$ cat config.mk
export PLATFORM = sky130hd
export DESIGN_NAME = dwsd_cell
export DESIGN_NICKNAME = d
export VERILOG_FILES = /design/src/hdl/dwsd_pkg.sv /design/src/hdl/dwsd_cell.sv
export SDC_FILE = /design/constraint.sdc
export NUM_CORES = 1
export LEC_CHECK = 0
export ABC_AREA = 1
export BUFFER_PORTS_ARGS = -buffer_cell sky130_fd_sc_hd__buf_2
export CORE_ASPECT_RATIO = 0.5
export CORE_MARGIN = 3
export CORE_UTILIZATION = 46
export DETAILED_ROUTE_END_ITERATION = 8
export GPL_ROUTABILITY_DRIVEN = 0
export GPL_TIMING_DRIVEN = 0
export HOLD_SLACK_MARGIN = 0.06
export PLACE_DENSITY = 0.77
export SLEW_MARGIN = 10
export SYNTH_ARGS = -nofsm -noshare
export SYNTH_HDL_FRONTEND = slang
export SYNTH_SLANG_ARGS = --single-unit
$ cat constraint.sdc
create_clock -name clock -period 2.2 [get_ports clock]
set_clock_uncertainty 0.1 [all_clocks]
set_input_delay 0.44 -clock clock [delete_from_list [all_inputs] [get_ports clock]]
set_output_delay 0.44 -clock clock [all_outputs]
set_load 0.02 [all_outputs]
$ cat src/hdl/dwsd_pkg.sv
// Package for the double-word signed divider: transaction structs, status and
// sign-mode codes, register indexes. No dependencies.
package dwsd_pkg;

   localparam int FIELD_W = 64;
   localparam int N_W     = 7;

   localparam logic [1:0] STATUS_OK       = 2'd0;
   localparam logic [1:0] STATUS_DIV_ZERO = 2'd1;
   localparam logic [1:0] STATUS_OVERFLOW = 2'd2;

   localparam logic [1:0] MODE_UNSIGNED = 2'd0;
   localparam logic [1:0] MODE_TWOS     = 2'd1;
   localparam logic [1:0] MODE_ONES     = 2'd2;
   localparam logic [1:0] MODE_SIGN_MAG = 2'd3;

   localparam logic REG_WORD_SIZE = 1'b0;
   localparam logic REG_SIGN_MODE = 1'b1;

   localparam logic ACTION_QUOTIENT  = 1'b0;
   localparam logic ACTION_REMAINDER = 1'b1;

   typedef struct packed {
      logic               action;
      logic [FIELD_W-1:0] dividend_high;
      logic [FIELD_W-1:0] dividend_low;
      logic [FIELD_W-1:0] divisor;
   } req_type;

   typedef struct packed {
      logic [FIELD_W-1:0] result_word;
      logic [1:0]         status;
      logic               flags_written;
      logic               carry;
   } rsp_type;

   // Per-transaction control carried alongside the divider chain
   typedef struct packed {
      logic action;
      logic dneg;
      logic xneg;
      logic dzero;
   } ctl_type;

endpackage

$ cat src/hdl/dwsd_cell.sv
// One restoring-division cell: brings in one dividend bit, trial-subtracts
// the divisor and shifts in one quotient bit. Uses dwsd_pkg.
module dwsd_cell #(
   parameter int W = 64
) (
   input  logic              clock,
   input  logic              reset,
   input  logic              advance,
   input  logic              in_valid,
   input  logic [W-1:0]      in_r,
   input  logic [2*W-1:0]    in_work,
   input  logic [W-1:0]      in_d,
   input  dwsd_pkg::ctl_type in_ctl,
   output logic              out_valid,
   output logic [W-1:0]      out_r,
   output logic [2*W-1:0]    out_work,
   output logic [W-1:0]      out_d,
   output dwsd_pkg::ctl_type out_ctl
);
   import dwsd_pkg::*;

   logic [W:0]     rem_wide, rem_next;
   logic           ge;
   logic           valid_ff;
   logic [W-1:0]   r_ff, r_in, d_ff;
   logic [2*W-1:0] work_ff, work_in;
   ctl_type        ctl_ff;

   // work holds unused dividend bits at the top and quotient bits at the bottom
   always_comb begin
      rem_wide = {in_r, in_work[2*W-1]};
      ge       = (rem_wide >= {1'b0, in_d});
      rem_next = ge ? (rem_wide - {1'b0, in_d}) : rem_wide;
      r_in     = rem_next[W-1:0];
      work_in  = {in_work[2*W-2:0], ge};
   end

   always_ff @(posedge clock) begin
      if (reset) begin
         valid_ff <= 1'b0;
      end else if (advance) begin
         valid_ff <= in_valid;
      end
      if (advance) begin
         r_ff    <= r_in;
         work_ff <= work_in;
         d_ff    <= in_d;
         ctl_ff  <= in_ctl;
      end
   end

   assign out_valid = valid_ff;
   assign out_r     = r_ff;
   assign out_work  = work_ff;
   assign out_d     = d_ff;
   assign out_ctl   = ctl_ff;

endmodule

### After elaboration in Yosys (flattened, before gate mapping)

Cells that the tools add are included.

| storage, ports and cells | value |
|---|---|
| bits in registers | 261 |
| input bits | 264 |

| operators by class | value |
|---|---|
| add/sub/neg operators | 1 |
| order comparisons | 1 |
| muxes and demuxes | 1 |

Operators by type and width:

| cell | count |
|---|---|
| >= comparator 65 x 64 -> 1 bit | 1 |
| two-way mux 64 bit | 1 |
| subtractor 64 bit | 1 |

### Logic depth before layout (Yosys ltp)

Gate-level depths: netlist (run 1).

| depth | value |
|---|---|
| depth in word-level cells | 2 |
| mapped depth | 18 |

### Worst setup path after synthesis (run 1)

Ideal clock, no wire load.

| timing path | value |
|---|---|
| path type | input to register |
| start | in in_d[56] |
| end | reg r_ff[3], in the netlist out_r[3] (data pin) |
| setup time | 0.253 ns |
| arrival | 1.997 ns |
| path slack | -0.150 ns |
| stages on the path | 14 |
| buffers on the path | 2 |
| path through | inv_1 -> ha_1 -> nand2_1 -> inv_1 -> a21oi_2 -> inv_1 -> o21ai_1 -> nand3_2 -> nor2_4 -> nand2_4 -> buf_12 -> buf_12 -> nand2_2 -> nand2_1 |

| on the way | value |
|---|---|
| word-level cells in the longest chain between the ends | 2 |

Ends and longest elaborated chain:

| what | line | text |
|---|---|---|
| start, declared | dwsd_cell.sv:12 | `input logic [W-1:0] in_d,` |
| >= comparator 65 x 64 -> 1 bit | dwsd_cell.sv:32 | `ge = (rem_wide >= {1'b0, in_d});` |
| two-way mux 64 bit | dwsd_cell.sv:33 | `rem_next = ge ? (rem_wide - {1'b0, in_d}) : rem_wide;` |
| net rem_next[3] | dwsd_cell.sv:22 | `logic [W:0] rem_wide, rem_next;` |
| end signal, assigned | dwsd_cell.sv:45 | `r_ff <= r_in;` |
| end, declared | dwsd_cell.sv:25 | `logic [W-1:0] r_ff, r_in, d_ff;` |

The timed path passes the listed nets, and every way through them passes these cells.
A chain may end at the register's enable or synchronous reset.

### Final worst setup path (run 1)

| timing path | value |
|---|---|
| start | in in_r[51] |
| end | reg r_ff[17], in the netlist out_r[17] (data pin) |

| on the way | value |
|---|---|
| word-level cells in the longest chain between the ends | 2 |

Ends and longest elaborated chain:

| what | line | text |
|---|---|---|
| start, declared | dwsd_cell.sv:10 | `input logic [W-1:0] in_r,` |
| >= comparator 65 x 64 -> 1 bit | dwsd_cell.sv:32 |  |
| two-way mux 64 bit | dwsd_cell.sv:33 |  |
| net rem_next[17] | dwsd_cell.sv:22 |  |

The timed path passes the listed nets, and every way through them passes these cells.

==> results of run 1 <==
[final timing paths]
kind | slack, ns | cells past startpoint | endpoint
max | -0.03 | 14 | out_r[17]
min reg2reg | 0.97 | 3 | out_valid
max reg2reg | 0.93 | 3 | out_valid
min | 0.11 | 3 | out_r[60]
[kinds of logic after synthesis]
family / share of synthesized area, %
flops: 51.6
fa+ha+maj: 5.41
xor+xnor: 1.79
buf+inv: 10.8
mux: 0.0659
simple gates: 28.6
compound gates: 1.84
[cell usage after synthesis]
| master | number |
|---|---|
| nand2_1 | 658 |
| inv_1 | 376 |
| edfxtp_1 | 260 |
| nand3_1 | 142 |
| nor2_1 | 97 |
| ha_1 | 64 |
| a21oi_1 | 42 |
| nand2_2 | 42 |
| xor2_1 | 30 |
| inv_2 | 21 |
| nor2_2 | 19 |
| nand3b_1 | 16 |
| nor3_1 | 9 |
| nor2_4 | 7 |
| buf_1 | 6 |
| nand4_1 | 6 |
| nor4_1 | 6 |
| o21ai_0 | 6 |
| clkbuf_1 | 5 |
| buf_12 | 4 |
| buf_2 | 4 |
| a21oi_2 | 3 |
| and3_1 | 3 |
| and2_1 | 2 |
| clkinv_1 | 2 |
| nand2_4 | 2 |
| nand3_2 | 2 |
| a21o_1 | 1 |
| dfxtp_1 | 1 |
| fa_1 | 1 |
| mux2i_1 | 1 |
| nor3_2 | 1 |
| o21ai_1 | 1 |
| or2_2 | 1 |
| xnor2_1 | 1 |
[layer usage]
| layer | share of wire, % | vias to the layer above | wire, microns | GRT usage (%) |
|---|---|---|---|---|
| met5 | 0.037 | - | 22 | 0 |
| met4 | 3.6 | 4 | 2160 | 10.1 |
| met3 | 11 | 173 | 6300 | 8.21 |
| met2 | 46 | 864 | 27500 | 52.3 |
| met1 | 40 | 7225 | 23700 | 42.1 |
| li1 | - | 7320 | - | - |
[power by group]
group | switching, mW | internal, mW
clock network | 1.95 | 2.25
logic | 2.88 | 1.75
registers | 0.140 | 6.05
total | 4.97 | 10.1
[worst min-delay path, delay by kind of cell]
kind	cells	cell delay, ns
simple gates	2	0.15
buf+inv	1	0.08
[per-stage QoR]
| step | total power, mW | hold WS [ns] | util, % | TNS [ns] |
|---|---|---|---|---|
| floorplan | 8.64 | 0.412 | - | -1.09 |
| global placement | 10.1 | 0.372 | 59.8 | -827.54 |
| detailed placement | 10.2 | 0.390 | 60.0 | -53.24 |
| CTS | 14.7 | 0.0981 | 69.0 | 0 |
| global route | 15.6 | 0.112 | 71.5 | -0.443 |
| finish | 15.0 | 0.112 | 71.5 | -0.0884 |
[repair_timing]
| item | 4_1_cts | 5_1_grt |
|---|---|---|
| setup endpoints to repair | 63 | 63 |
| gates resized for setup | 41 | 163 |
| hold endpoints to repair | 196 | 0 |
| pin swaps | 10 | 39 |
| hold buffers | 197 | 0 |
| setup buffers | 6 | 21 |
| gates cloned | 1 | 3 |
[area by class of cell]
| class | instances | area, sq um | share of cell area (%) |
|---|---|---|---|
| diodes | 4 | 10.0 | 0.0436 |
| plain buffers | 17 | 171 | 0.746 |
| clock buffers | 27 | 612 | 2.66 |
| clock inverters | 16 | 149 | 0.648 |
| inverters | 399 | 1520 | 6.61 |
| multi-input cells | 1164 | 7120 | 31.0 |
| flip-flops and latches | 261 | 7830 | 34.1 |
| well taps | 432 | 541 | 2.35 |
| repair buffers | 753 | 5010 | 21.8 |
[cells in the final DEF, fill, tap and decap left out, types with 3 or more instances in the layout]
cell type / synthesis / layout
clkbuf_2: 0 / 5
o21ai_0: 6 / 6
clkbuf_16: 0 / 27
buf_4: 0 / 30
nand2_2: 42 / 88
inv_4: 0 / 3
nor2_4: 7 / 24
nand3_1: 142 / 127
buf_12: 4 / 6
edfxtp_1: 260 / 260
nor4_1: 6 / 6
nand3_2: 2 / 12
nor3_1: 9 / 9
nand3_4: 0 / 5
nand3b_1: 16 / 16
xor2_1: 30 / 30
nand2_4: 2 / 28
inv_1: 376 / 333
buf_2: 4 / 515
a21oi_4: 0 / 4
nor2_2: 19 / 18
nand4_1: 6 / 6
and3_1: 3 / 3
diode_2: 0 / 4
inv_2: 21 / 60
dlygate4sd3_1: 0 / 197
buf_6: 0 / 8
nor2_1: 97 / 82
clkinv_2: 0 / 7
clkbuf_1: 5 / 3
nand2_1: 658 / 584
a21oi_1: 42 / 40
clkinv_1: 2 / 5
ha_4: 0 / 61
[state kept, by name, summed over array words and instances (netlist names)]
| register | count |
|---|---|
| out_work | 128 |
| out_d | 64 |
| out_r | 64 |
| out_ctl | 4 |
| out_valid | 1 |
==> metrics.txt, run 1 <==
status finished, violations left; failing checks setup timing; Post-Place Cell Area 19300 sq um; hold path start in_r[59]; max-cap viol count 0; GRT Overall Usage 31.9%; Setup WS pre-CTS -0.855 ns; Worst VDD drop 0.463 mV; Final Non-Filler Cells 3073; H-tree levels 1; design area 23000 sq um; initial antenna violation count 5; Critical Path Start Type primary input; maximum buffer depth of the clock tree 3; sequential area share after synthesis 51.6%; Final Hold Fails 0; Worst Max-Slew Pin Slew 0.646 ns; fillers 2393; Post-Syn Nets 2171; number of distinct library cells after synthesis 35; Yosys reg bits 261; CP Class in2reg; DR iter-0 viols 1922; Sink Count 261; DR pass1 iterations 6; most frequent CP cell clkbuf_16; synth top area cells edfxtp_1 51%, nand2_1 16%, inv_1 9.3%; nets 2949; Die ar. 35400 sq um; chip width 263 microns; CP max FO 5; Gate Count Post-Synth 1842; Setup crit end kind flip-flop; crit path from in_r[51]; f_max 448 MHz; crit path time final 2.23 ns; largest net degree at the start of global routing 123; RSZ-0062 raised after global routing yes; R2R Path Start out_valid; area leader, netlist edfxtp_1; cell area after synthesis 15200 sq um; CP cell instances buf_2 -> ha_4 -> nand2_4 -> inv_2 -> a21oi_4 -> nor2_2 -> o21ai_2 -> nand3_4 -> nor2_4 -> nand2_8 -> clkbuf_16 -> clkbuf_16 -> nand2_2 -> nand2_1; Skew-Pair Late Insertion Delay 0.54 ns; critical path's top delay family simple AND/OR/NAND/NOR gates; Syn Area/Cell 8.24 sq um; final WL 59700 microns; Worst-path clk slew 0.07 ns; Slew HR 56.9%; CTS Buf Count 24; PwrDens 654 nW/um^2; CTS tree yes; Yosys warnings 0; global route overflow 0; CTS Root Cell clkbuf_16; antenna-violating nets left 0; Inst Count DP 2800; Core Rows 46; Core ar. 32100 sq um; die height 134 microns; crit path DAT 2.43 ns; first-pass GRT wire length 86700 microns; Leak 11.4 nW; vias per std cell 5.07; dpl hpwl 44600 microns; Crit-path slowest cell nor2_4; number of global-route vias before repair 14700; DRC viols 0; CP max stage delay 0.34 ns; I/O Buffers 524; fraction of layout cells with a size suffix above 1 35.0%; worst min-delay path category in2reg; IO Count 525; layout overhead on the synthesized area 51.2%; vias 15600; Setup violations, final 7; CP required 2.40 ns; Wirelength per Cell 19.4 microns; Yosys top cell area share 51.4%; initial core utilization 47.3%; PnR worst setup slack -0.0306 ns; Max Slew Vio Count 0; Buf/Inv on CP 4; Final period util 101%
Note: power is estimated with default switching activity, not from simulation.
==> run 2, diff against run 1 <==
Settings changed: CTS_BUF_LIST set to sky130_fd_sc_hd__clkbuf_16, SKIP_LAST_GASP set to 1.
==> metrics.txt, run 2 (synthesis results as in run 1) <==
status finished, violations left; failing checks setup timing; dpl hpwl 44600 microns (unchanged); Inst Count DP 2800 (unchanged); DR iter-0 viols 1821 (-5.3%); max reg flops 128 (unchanged); CP endpoint out_r[63]; Most Crowded Layer GR met2; CTS Buf Count 24 (unchanged); first-pass GRT wire length 86700 microns (unchanged); largest net degree at the start of global routing 123 (unchanged); Skew-Pair Late Insertion Delay 0.54 ns (about the same); CTS tree yes; fraction of layout cells with a size suffix above 1 35.0% (unchanged); antenna-violating nets left 0 (unchanged); vias per std cell 5.07 (-0.12%); PnR worst setup slack -0.0288 ns (+0.00187 ns); final core occ 71.5% (about the same); CP cell instances buf_6 -> inv_2 -> ha_4 -> a21oi_4 -> nor2_2 -> nor2_2 -> nor2_1 -> nor2_2 -> nand3_4 -> nor2_4 -> nand2_8 -> buf_12 -> buf_4 -> nand3_1 -> nand2_1; Worst VDD drop 0.464 mV (+0.32%); worst reg-to-reg path cell count 3 (unchanged); DR pass1 iterations 6 (unchanged); maximum buffer depth of the clock tree 3 (unchanged); PwrDens 654 nW/um^2 (about the same); Setup crit end kind flip-flop; Sink Count 261 (unchanged); Leak 11.4 nW (+0.10%); Final Non-Filler Cells 3073 (unchanged); crit path time final 2.23 ns (-0.00187 ns); global route overflow 0 (unchanged); Die ar. 35400 sq um (unchanged); setup_tns -0.0450 ns (+0.0434 ns); crit path from in_d[58]; Wirelength per Cell 19.4 microns (about the same); Post-Place Cell Area 19300 sq um (unchanged); Worst Max-Slew Pin Slew 0.640 ns (-0.00580 ns); Slew HR 57.3% (+0.39 points); I/O Buffers 524 (unchanged); design area 23000 sq um (about the same); reg2reg end out_valid; final WL 59700 microns (about the same); Core ar. 32100 sq um (unchanged); DRC viols 0 (unchanged); most frequent cells in the layout 584 x nand2_1, 515 x buf_2, 336 x inv_1, 260 x edfxtp_1, 197 x dlygate4sd3_1; CTS Root Cell clkbuf_16; met2 Use GR 52.3% (unchanged); CP Class in2reg; IO Count 525 (unchanged); R2R Setup Slk 0.93 ns (about the same); Critical Path Start Type primary input; max-cap viol count 0 (unchanged); initial core utilization 47.3% (unchanged); die height 134 microns (unchanged); RSZ-0062 raised after global routing yes; Setup violations, final 2 (-5); nets 2949 (unchanged); R2R Path Start out_valid; vias 15600 (-0.12%); worst min-delay path category in2reg; f_max 449 MHz (about the same); chip width 263 microns (unchanged); CP max stage delay 0.34 ns (about the same); most frequent CP cell nor2_2; H-tree levels 1 (unchanged); crit path DAT 2.44 ns (about the same); CP required 2.41 ns (about the same); commonest non-fill, non-tap cell in the layout nand2_1; CP max FO 6 (+1); Final period util 101% (about the same); GRT Overall Usage 31.9% (unchanged); number of global-route vias before repair 14700 (unchanged); Max Slew Vio Count 0 (unchanged); layout overhead on the synthesized area 51.2% (about the same); Worst-path clk slew 0.06 ns (about the same); Crit-path slowest cell nor2_4; grt met1 use 42.1% (unchanged); Final Hold Fails 0 (unchanged); Tot Pwr 15.0 mW (about the same); initial antenna violation count 5 (unchanged); GR met3 Demand/Resource 8.21% (unchanged); Core Rows 46 (unchanged)
[run 2: cell types whose count changed in the layout (fill, tap and decap cells not counted)]
cell	change
inv_1	+3
nor2_4	-1
clkbuf_1	-3
nor2_2	+1
[run 2: power by group]
group	total (mW)	internal [mW]	switching (mW)	leakage, nW
logic	4.62	1.75	2.88	8.43
clock network	4.20	2.24	1.96	0.392
registers	6.19	6.05	0.140	2.55
[run 2: worst max-delay path, delay by kind of cell]
kind | cells | cell delay, ns
and+or+nand+nor | 9 | 1.11
buffers and inverters | 4 | 0.49
adders and majority gates | 1 | 0.23
AOI/OAI and AO/OA | 1 | 0.17
[run 2: through the flow]
| stage | hold WS [ns] | setup WS [ns] |
|---|---|---|
| after floorplan | 0.412 | -0.0382 |
| after global placement | 0.372 | -3.09 |
| after detailed placement | 0.390 | -0.855 |
| after CTS | 0.0979 | 0.00729 |
| after global routing | 0.112 | -0.0460 |
| final | 0.119 | -0.0288 |
[run 2: timing repair]
action	CTS	global route
endpoints found under the hold margin	196	0
hold buffers	197	0
gates cloned	1	3
resized for setup	41	162
setup endpoints to repair	63	63
pin swaps	10	39
setup buffers	6	21
[run 2: worst min path at each step]
stage	from	endpoint	slack, ns	depth (start not counted)
floorplan	reset	out_valid	0.41	1
global placement	out_valid	out_valid	0.37	2
detailed placement	out_valid	out_valid	0.39	2
CTS	in_r[56]	out_r[57]	0.1	3
global route	in_r[59]	out_r[60]	0.11	3
finish	in_r[59]	out_r[60]	0.12	3
[run 2: routing by layer]
| layer | wire length [microns] | up-vias |
|---|---|---|
| met3 | 6120 | 171 |
| met1 | 23800 | 7234 |
| met5 | 23 | - |
| li1 | - | 7322 |
| met2 | 27500 | 837 |
| met4 | 2170 | 4 |
[run 2: layout make-up]
class,count,area (sq um)
Fill cell,2393,9160
Sequential cell,261,7830
Multi-Input combinational cell,1164,7120
Timing Repair Buffer,753,5010
Inverter,399,1520
Clock buffer,24,601
Tap cell,432,541
Buffer,17,171
Clock inverter,19,160
Antenna cell,4,10.0
